File: config.mk
export PLATFORM = sky130hd
export DESIGN_NAME = bida_ctrl
export DESIGN_NICKNAME = d
export VERILOG_FILES = /design/src/sv/bida_pkg.sv /design/src/sv/bida_ctrl.sv
export SDC_FILE = /design/constraint.sdc
export NUM_CORES = 1
export LEC_CHECK = 0
export ABC_AREA = 1
export BUFFER_PORTS_ARGS = -buffer_cell sky130_fd_sc_hd__buf_2
export CAP_MARGIN = 30
export CORE_AREA = 3 3 40 42
export CTS_CLUSTER_DIAMETER = 30
export DETAILED_ROUTE_END_ITERATION = 8
export DIE_AREA = 0 0 43 45
export SLEW_MARGIN = 0
export SYNTH_ARGS = -nofsm -noshare
export SYNTH_HDL_FRONTEND = slang
export SYNTH_SLANG_ARGS = --single-unit
export TNS_END_PERCENT = 5
File: constraint.sdc
create_clock -name clk -period 2.1 [get_ports clk]
set_clock_uncertainty 0.2 [all_clocks]
set_input_delay 0.42 -clock clk [delete_from_list [all_inputs] [get_ports clk]]
set_output_delay 0.42 -clock clk [all_outputs]
set_load 0.03 [all_outputs]
File: src/sv/bida_pkg.sv
`timescale 1ns / 1ps

package bida_pkg;

	// default depth of the free list
	localparam int DEFAULT_MAX_BLOCKS = 1024;

	// fixed field widths
	localparam int BLK_W = 10;
	localparam int CNT_W = 11;
	localparam int ST_W  = 2;

	// reset value of the block count register
	localparam logic [CNT_W-1:0] BLOCK_COUNT_RST = 11'd1024;

	// saturation limit of the free count field
	localparam logic [CNT_W-1:0] FREE_COUNT_MAX = 11'd2047;

	// request kinds
	localparam logic FUNC_ALLOC = 1'b0;
	localparam logic FUNC_FREE  = 1'b1;

	typedef enum logic [ST_W-1:0] {
		STAT_OK   = 2'd0,
		STAT_NONE = 2'd1,
		STAT_FULL = 2'd2
	} status_t;

	typedef enum logic [1:0] {
		S_IDLE,
		S_EXEC,
		S_DONE
	} ctrl_state_t;

	// commands from the sequencer to the datapath
	typedef struct packed {
		logic load_req;
		logic exec;
		logic load_res;
	} cmd_t;

endpackage

File: src/sv/bida_ctrl.sv
`timescale 1ns / 1ps

module bida_ctrl (
	input  logic             clk,
	input  logic             arst_n,
	input  logic             s_tvalid,
	output logic             s_tready,
	output logic             m_tvalid,
	input  logic             m_tready,
	output bida_pkg::cmd_t   cmd
);

	bida_pkg::ctrl_state_t state_q, state_d;
	logic                  out_valid_q;

	always_ff @(posedge clk or negedge arst_n) begin
		if (!arst_n) begin
			state_q <= bida_pkg::S_IDLE;
		end else begin
			state_q <= state_d;
		end
	end

	always_comb begin
		state_d      = state_q;
		s_tready     = 1'b0;
		cmd.load_req = 1'b0;
		cmd.exec     = 1'b0;
		cmd.load_res = 1'b0;
		case (state_q)
			bida_pkg::S_IDLE: begin
				s_tready     = 1'b1;
				cmd.load_req = s_tvalid;
				if (s_tvalid) begin
					state_d = bida_pkg::S_EXEC;
				end
			end
			bida_pkg::S_EXEC: begin
				cmd.exec = 1'b1;
				state_d  = bida_pkg::S_DONE;
			end
			bida_pkg::S_DONE: begin
				// output register free or draining this cycle
				if (!out_valid_q || m_tready) begin
					cmd.load_res = 1'b1;
					state_d      = bida_pkg::S_IDLE;
				end
			end
			default: begin
				state_d = bida_pkg::S_IDLE;
			end
		endcase
	end

	always_ff @(posedge clk or negedge arst_n) begin
		if (!arst_n) begin
			out_valid_q <= 1'b0;
		end else if (cmd.load_res) begin
			out_valid_q <= 1'b1;
		end else if (m_tready) begin
			out_valid_q <= 1'b0;
		end
	end

	assign m_tvalid = out_valid_q;

endmodule

==> results of run 1 <==
## cells in the final DEF, fill, tap and decap left out
cell type | netlist | routed
dlygate4sd3_1 | 0 | 1
nor3b_1 | 2 | 2
clkbuf_1 | 0 | 1
inv_1 | 3 | 3
clkbuf_4 | 0 | 3
o21ai_0 | 1 | 1
dfrtp_1 | 3 | 3
inv_2 | 1 | 1
nand2_1 | 3 | 3
buf_2 | 0 | 8
nor2_2 | 1 | 1
nor2_1 | 4 | 4
## through the flow
step | hold WS [ns] | utilization, % | std cells
floorplan | -0.0756 | - | 18
global placement | 0.0175 | 15.7 | 41
detailed placement | 0.0168 | 15.7 | 41
CTS | 0.188 | 18.5 | 46
global route | 0.211 | 18.5 | 46
finish | 0.196 | 18.5 | 46
## layout make-up
type                            count  area (um2)
Fill cell                         155        1050
Inverter                            4        15.0
Multi-Input combinational cell     11        52.6
Clock buffer                        4        26.3
Sequential cell                     3        75.1
Timing Repair Buffer                9        50.0
Tap cell                           15        18.8
## layer usage
metal / vias up / track usage [%] / share of wire [%]
met5: - / 0 / 0
met4: 0 / 7.23 / 0
met3: 0 / 2.79 / 8.8
met2: 7 / 4.49 / 35
met1: 56 / 5.35 / 57
li1: 80 / - / -
## what timing repair did
action	in CTS	in global routing
resized for setup	0	0
hold endpoints to repair	3	0
hold buffers	1	0
setup buffers	0	0
## registers in the layout (all words and copies together), names as in the netlist
register and flops:
m_tvalid 1, state_q 2
## worst max path at each step
| stage | slack [ns] | end | depth (start not counted) | from |
|---|---|---|---|---|
| 6_report | 0.36 | cmd[2] | 2 | state_q[1] |
| 3_5_place_dp | 0.56 | cmd[2] | 3 | s_tvalid |
| 2_1_floorplan | 0.30 | cmd[2] | 1 | state_q[1] |
| 4_1_cts | 0.34 | cmd[2] | 2 | state_q[1] |
| 5_1_grt | 0.31 | cmd[2] | 2 | state_q[1] |
| 3_3_place_gp | 0.57 | cmd[2] | 3 | s_tvalid |
## power by group through the flow
| stage | Sequential, mW | Clock (mW) | Combinational [mW] |
|---|---|---|---|
| 3_3_place_gp | 0.0976 | 0 | 0.139 |
| 2_1_floorplan | 0.110 | 0 | 0.0853 |
| 4_1_cts | 0.0967 | 0.105 | 0.142 |
| 5_1_grt | 0.101 | 0.112 | 0.154 |
| 6_report | 0.0973 | 0.100 | 0.140 |
| 3_5_place_dp | 0.0973 | 0 | 0.140 |
## cells by family after synthesis
| kind of cell | synth area share (%) |
|---|---|
| and+or+nand+nor | 33.3 |
| buffers and inverters | 10.5 |
| DFF | 52.6 |
| AOI/OAI and AO/OA | 3.51 |
==> flow_summary.yaml, run 1 <==
status:
  outcome: "finished clean"
synthesis:
  synthTopCellsByCount: "4 x nor2_1, 3 x dfrtp_1, 3 x inv_1, 3 x nand2_1, 2 x nor3b_1"
  syn_avg_cell_area_um2: 7.92
  ys_seq_area_share_pct: 52.6
  synthTopCellsByArea: "dfrtp_1 53%, nor2_1 11%, nor3b_1 11%"
  async_flop_share_pct: 100
  synthFlopType: "dfrtp_1"
  ys_types: 8
  yosysWarnings: 0
  yosysTopAreaCell: "dfrtp_1"
  synth_top_area_share_pct: 52.6
  syn-instance-count: 18
  syn_nets: 22
  synth_edf_count: 0
  synth_area_um2: 143
  synth-seq-cells: 3
  yosysMostFrequentCell: "nor2_1"
pwr:
  power.total_mw: 0.338
  combinationalPowerShare_pct: 41.6
  p_leak_nw: 0.127
  switching_power_mw: 0.149
  vdd_ir_drop_max_uv: 278
  swShare_pct: 44.1
  clock_power_share_pct: 29.6
  p_per_area_mw_per_mm2: 1420
  seq_power_share_pct: 28.8
  p_int_mw: 0.189
die:
  num_rows: 13
  core_mm2: 0.00128
  fp.dieW_um: 43
  die_area_mm2: 0.00194
  initial_core_util_pct: 11.1
  dieHeight_um: 45
  io_pins: 9
clocking:
  cts_buffers: 3
  cts.sinks: 3
  h-tree-depth: 1
  clk_latency_ns: 0.23
  clkTransAtPathRegs_ns: 0.04
  cts_root_buf: "clkbuf_4"
  ctsLongestPathBuffers: 2
  cts_tree: "done"
worst_setup_path:
  rr_worst_depth: 4
  crit_buf_inv: 1
  reg2reg_slack_ns: 1.12
  crit_arrival_ns: 1.12
  worst_setup_path_end_kind: "output port"
  worstSetupStartpointType: "register"
  worstPathMaxFanout: 6
  path_cells: "nor3b_1 > buf_2"
  slowest_stage: "dfrtp_1"
  worstSetupPathType: "register to output port"
  reg2reg_to: "state_q[1]"
  crit_required_ns: 1.48
  critPathTopFamily: "flip-flops"
  r2r_start: "state_q[1]"
  max_stage_delay_ns: 0.44
timing:
  finalCriticalPeriod_ns: 1.74
  setup_tns_ns: 0
  max-slew-margin-rel_pct: 85.6
  hold_viol_final: 0
  finalSetupViolCount: 0
  grt_setup_unrepaired: "false"
  final_max_slew_viol_count: 0
  max_freq_mhz: 574
  setup_slack_ns: 0.357
  min_period_over_period_pct: 83.0
  worst_pin_slew_ns: 0.216
min_path:
  hold_path_depth: 2
  hp-start: "m_tready"
  worstHoldEndpoint: "m_tvalid"
  hp-class: "input port to register"
global_routing:
  grt_pass1_vias: 147
  grt_pass1_wl_um: 565
  antenna_found_initial: 0
  grt_max_degree: 7
  grtUsageTotal_pct: 4.68
  overflow: 0
layout:
  fin_area_um2: 238
  nNetsFinal: 36
  area_growth_pct: 66.7
  drive_above_1_share_pct: 41.9
  num_antenna_cells: 0
job:
  max-cap-violations: 0
route:
  drtIter0Drc: 6
  dr.pass1.iters: 4
  via_count: 143
  via_per_inst: 3.11
  wl_um: 352
  ant_nets: 0
  wl_per_cell_um: 7.65
  drc_errors: 0
placement:
  hpwl_um: 270
  gp_congestion: 0.632
  io_buffers: 8
  pre_cts_slack_ns: 0.562
  detailed_place.area_um2: 201
Note: power is estimated with default switching activity, not from simulation.
==> run 2, diff against run 1 <==
--- a/config.mk
+++ b/config.mk
@@ -5,7 +5,7 @@
 export SDC_FILE = /design/constraint.sdc
 export NUM_CORES = 1
 export LEC_CHECK = 0
-export ABC_AREA = 1
+export ABC_AREA = 0
 export BUFFER_PORTS_ARGS = -buffer_cell sky130_fd_sc_hd__buf_2
 export CAP_MARGIN = 30
 export CORE_AREA = 3 3 40 42
==> constraint.sdc (replaced) <==
create_clock -name clk -period 1.5 [get_ports clk]
set_clock_uncertainty 0.2 [all_clocks]
set_input_delay 0.3 -clock clk [delete_from_list [all_inputs] [get_ports clk]]
set_output_delay 0.3 -clock clk [all_outputs]
set_load 0.03 [all_outputs]
==> flow_summary.yaml, run 2 <==
placement:
  gp_congestion: 0.686
  detailed_place.area_um2: 194
  pre_cts_slack_ns: 0.112
  io_buffers: 8
  hpwl_um: 251
timing:
  worst_pin_slew_ns: 0.143
  setup_slack_ns: -0.0587
  finalSetupViolCount: 2
  max-slew-margin-rel_pct: 90.5
  final_max_slew_viol_count: 0
  finalCriticalPeriod_ns: 1.56
  min_period_over_period_pct: 104
  hold_viol_final: 0
  grt_setup_unrepaired: "true"
  max_freq_mhz: 642
  holdWs_ns: 0.0862
worst_setup_path:
  worstSetupStartpointType: "register"
  crit_arrival_ns: 1.06
  worstPathMaxFanout: 3
  crit_required_ns: 1.00
  worst_setup_path_end_kind: "output port"
  rr_worst_depth: 3
  worstSetupPathType: "register to output port"
global_routing:
  grt_pass1_wl_um: 683
  antenna_found_initial: 0
  grtUsageTotal_pct: 5.84
  overflow: 0
  grt_max_degree: 4
  grt_pass1_vias: 158
synthesis:
  yosysTopAreaCell: "dfrtp_1"
  ys_types: 8
  synthFlopType: "dfrtp_1"
  yosysWarnings: 0
  syn-instance-count: 12
  synth_top_area_share_pct: 56.6
  ys_seq_area_share_pct: 56.6
  syn_avg_cell_area_um2: 11.1
  synth_edf_count: 0
  synth_area_um2: 133
  yosysMostFrequentCell: "dfrtp_1"
  synthTopCellsByCount: "3 x dfrtp_1, 2 x and2_1, 2 x nand2b_1"
  async_flop_share_pct: 100
  synthTopCellsByArea: "dfrtp_1 57%, and2_1 9.4%, nand2b_1 9.4%"
  syn_nets: 16
  synth-seq-cells: 3
die:
  io_pins: 9
  initial_core_util_pct: 10.3
  dieHeight_um: 45
  fp.dieW_um: 43
  num_rows: 13
  die_area_mm2: 0.00194
  core_mm2: 0.00128
layout:
  largest_register: "state_q"
  final_core_util_pct: 22.4
  fin_area_um2: 288
  nNetsFinal: 32
  largest_reg_flops: 2
  mostFrequentLayoutCells: "4 x clkbuf_4, 4 x buf_2, 3 x buf_6"
  drive_above_1_share_pct: 70.4
  area_growth_pct: 117
  fillers: 141
  num_antenna_cells: 0
clocking:
  h-tree-depth: 1
  cts_tree: "done"
  cts_root_buf: "clkbuf_4"
  cts.sinks: 3
  cts_buffers: 3
  clk_latency_ns: 0.24
  clkTransAtPathRegs_ns: 0.04
  ctsLongestPathBuffers: 2
min_path:
  hold_path_depth: 2
  hp-class: "input port to register"
route:
  ant_nets: 0
  drc_errors: 0
  dr.pass1.iters: 2
  via_per_inst: 3.17
  drtIter0Drc: 1
  wl_um: 363
  wl_per_cell_um: 8.64
  via_count: 133
pwr:
  p_leak_nw: 0.143
  vdd_ir_drop_max_uv: 821
  power.total_mw: 0.564
  p_per_area_mw_per_mm2: 1960
job:
  max-cap-violations: 0
status:
  violations: "negative setup slack"
  outcome: "finished, violations left"
==> run 2: cell count changes in the layout (fill, tap and decap cells not counted), moves of 2 or more <==
cell	before	now
buf_4	0	2
buf_6	0	3
inv_1	3	0
nand2_1	3	1
nor2_1	4	0
nor3b_1	2	0
buf_2	8	4
==> run 2: worst max-delay path, cell delays in order (launching register included) <==
cell and delay [ns]:
dfrtp_2 0.44, nor2_4 0.10, and2_4 0.15, buf_6 0.12
==> run 2: final cells by class <==
type | instances | area, um2 | share of cell area, %
sequential | 3 | 76.3 | 26.5
timing repair buffer | 11 | 86.3 | 30.0
multi-input combinational | 9 | 80.1 | 27.8
tap | 15 | 18.8 | 6.52
clock buffer | 4 | 26.3 | 9.13
==> run 2: logic make-up (layout without fill, tap and decap cells) <==
family | after synthesis | after routing | share of synthesized area, %
AO/OA/AOI/OAI | 1 | 1 | 5.66
AND/OR/NAND/NOR | 8 | 8 | 37.7
buffers and inverters | 0 | 15 | 0
flip-flops | 3 | 3 | 56.6
==> run 2: layer usage <==
| layer | track usage, % | share of wire (%) |
|---|---|---|
| met5 | 0 | 0 |
| met1 | 6.05 | 52 |
| met3 | 5.98 | 18 |
| met4 | 5.42 | 3.0 |
| met2 | 6.29 | 26 |
==> run 2: final timing paths <==
path	slack [ns]	endpoint	startpoint
max	-0.06	cmd[2]	state_q[1]
min	0.09	state_q[0]	s_tvalid
max reg2reg	0.41	state_q[1]	state_q[0]
min reg2reg	0.43	state_q[0]	state_q[0]
max in group asynchronous	0.79	state_q[1]	arst_n
min in group asynchronous	0.19	state_q[1]	arst_n
==> run 2: power breakdown <==
part / leakage [nW] / total, mW / switching (mW) / internal, mW
Sequential: 0.0371 / 0.139 / 0.0301 / 0.109
Combinational: 0.0911 / 0.279 / 0.148 / 0.131
Clock: 0.0150 / 0.146 / 0.0460 / 0.100
Total: 0.143 / 0.564 / 0.224 / 0.340
==> run 2: timing repair <==
item,4_1_cts,5_1_grt
cloned,0,0
endpoints found under the hold margin,3,0
buffers inserted,0,2
hold buffers,1,0
resized for setup,9,3
endpoints found under the setup margin,3,4
pin swaps,2,0
==> run 2: per-stage QoR <==
step	instances	setup TNS (ns)
after global routing	42	-0.271
after CTS	40	-0.123
after floorplan	12	-0.0723
after global placement	35	0
after detailed placement	35	0
final	42	-0.113
==> run 3, diff against run 2 <==
--- a/config.mk
+++ b/config.mk
@@ -12,6 +12,7 @@
 export CTS_CLUSTER_DIAMETER = 30
 export DETAILED_ROUTE_END_ITERATION = 8
 export DIE_AREA = 0 0 43 45
+export RECOVER_POWER = 100
 export SLEW_MARGIN = 0
 export SYNTH_ARGS = -nofsm -noshare
 export SYNTH_HDL_FRONTEND = slang
==> flow_summary.yaml, run 3 (synthesis results as in run 2) <==
timing:
  final_max_slew_viol_count: 0
  max-slew-margin-rel_pct: 89.4
  max_freq_mhz: 642
  holdWs_ns: 0.0862
  finalCriticalPeriod_ns: 1.56
  worst_pin_slew_ns: 0.159
  min_period_over_period_pct: 104
  hold_viol_final: 0
  finalSetupViolCount: 2
  grt_setup_unrepaired: "true"
  setup_slack_ns: -0.0587
worst_setup_path:
  critPathTopFamily: "flip-flops"
  crit_required_ns: 1.00
  worstSetupPathType: "register to output port"
  startpoint: "state_q[1]"
  max_stage_delay_ns: 0.44
  crit_arrival_ns: 1.06
  r2r_start: "state_q[0]"
  worst_setup_path_end_kind: "output port"
  slowest_stage: "dfrtp_2"
  worstPathMaxFanout: 3
  worstSetupStartpointType: "register"
  path_cells: "nor2_4 > and2_4 > buf_6"
  crit_buf_inv: 1
route:
  ant_nets: 0
  via_count: 133
  wl_um: 361
  drtIter0Drc: 1
  via_per_inst: 3.17
  wl_per_cell_um: 8.60
  dr.pass1.iters: 2
  drc_errors: 0
placement:
  hpwl_um: 251
  io_buffers: 8
  dp.cells: 35
  gp_congestion: 0.686
  detailed_place.area_um2: 194
  pre_cts_slack_ns: 0.112
clocking:
  cts_buffers: 3
  clkTransAtPathRegs_ns: 0.04
  cts_root_buf: "clkbuf_4"
  cts.sinks: 3
  h-tree-depth: 1
  clk_latency_ns: 0.24
  ctsLongestPathBuffers: 2
  cts_tree: "done"
global_routing:
  grt_pass1_vias: 158
  grt_max_degree: 4
  antenna_found_initial: 0
  grt_pass1_wl_um: 683
  overflow: 0
  grtUsageTotal_pct: 5.84
layout:
  largest_register: "state_q"
  final_common_cell: "clkbuf_4"
  fillers: 142
  final_core_util_pct: 22.3
  nNetsFinal: 32
  fin_area_um2: 287
  area_growth_pct: 116
  drive_above_1_share_pct: 66.7
  mostFrequentLayoutCells: "4 x clkbuf_4, 3 x buf_2, 3 x buf_6"
  largest_reg_flops: 2
  num_antenna_cells: 0
  stdcell_count: 42
pwr:
  p_per_area_mw_per_mm2: 1970
  vdd_ir_drop_max_uv: 821
  p_leak_nw: 0.140
die:
  initial_core_util_pct: 10.3
  io_pins: 9
  dieHeight_um: 45
  num_rows: 13
  fp.dieW_um: 43
  die_area_mm2: 0.00194
  core_mm2: 0.00128
min_path:
  hp-start: "s_tvalid"
  hp-class: "input port to register"
status:
  outcome: "finished, violations left"
  violations: "negative setup slack"
job:
  max-cap-violations: 0
## run 3: cell count changes in the layout (fill, tap and decap cells not counted), sizes merged
| cell | previous run | this run |
|---|---|---|
| buf | 9 | 8 |
| clkbuf | 5 | 6 |
## run 3: worst register-to-register path, cell delays in order, from the launching register on
cell,delay [ns]
dfrtp_1,0.41
nand2b_4,0.17
buf_4,0.13
o21bai_1,0.10
## run 3: path summary, 6_finish.rpt
check / to / slack [ns] / cells past startpoint
max in group asynchronous: state_q[1] / 0.73 / 2
min in group asynchronous: state_q[0] / 0.20 / 2
min reg2reg: state_q[0] / 0.43 / 2
min: state_q[0] / 0.09 / 2
max: cmd[2] / -0.06 / 3
max reg2reg: state_q[1] / 0.41 / 3
## run 3: power breakdown
part / switching [mW] / internal [mW]
registers: 0.0301 / 0.109
logic: 0.148 / 0.130
clock network: 0.0460 / 0.100
total: 0.224 / 0.339
## run 3: metrics by stage
| step | setup TNS, ns | power [mW] |
|---|---|---|
| floorplan | -0.0723 | 0.269 |
| global placement | 0 | 0.324 |
| detailed placement | 0 | 0.326 |
| CTS | -0.123 | 0.533 |
| global route | -0.271 | 0.604 |
| finish | -0.113 | 0.563 |
## run 3: timing repair
action | CTS | global route
hold buffers | 1 | 0
endpoints found under the hold margin | 3 | 0
setup endpoints to repair | 3 | 4
setup buffers | 0 | 2
gates resized for setup | 9 | 3
pin swaps | 2 | 0
## run 3: final cells by class
class / count / area [um2] / share of cell area, %
well taps: 15 / 18.8 / 6.55
clock buffers: 4 / 26.3 / 9.17
multi-input cells: 9 / 80.1 / 27.9
flip-flops and latches: 3 / 76.3 / 26.6
repair buffers: 11 / 85.1 / 29.7
## run 3: per-layer routing
layer / routed length, um / vias to the layer above / track usage, %
li1: - / 67 / -
met1: 188 / 53 / 6.05
met2: 95 / 11 / 6.29
met3: 64 / 2 / 5.98
met4: 11 / 0 / 5.42
met5: 0 / - / 0
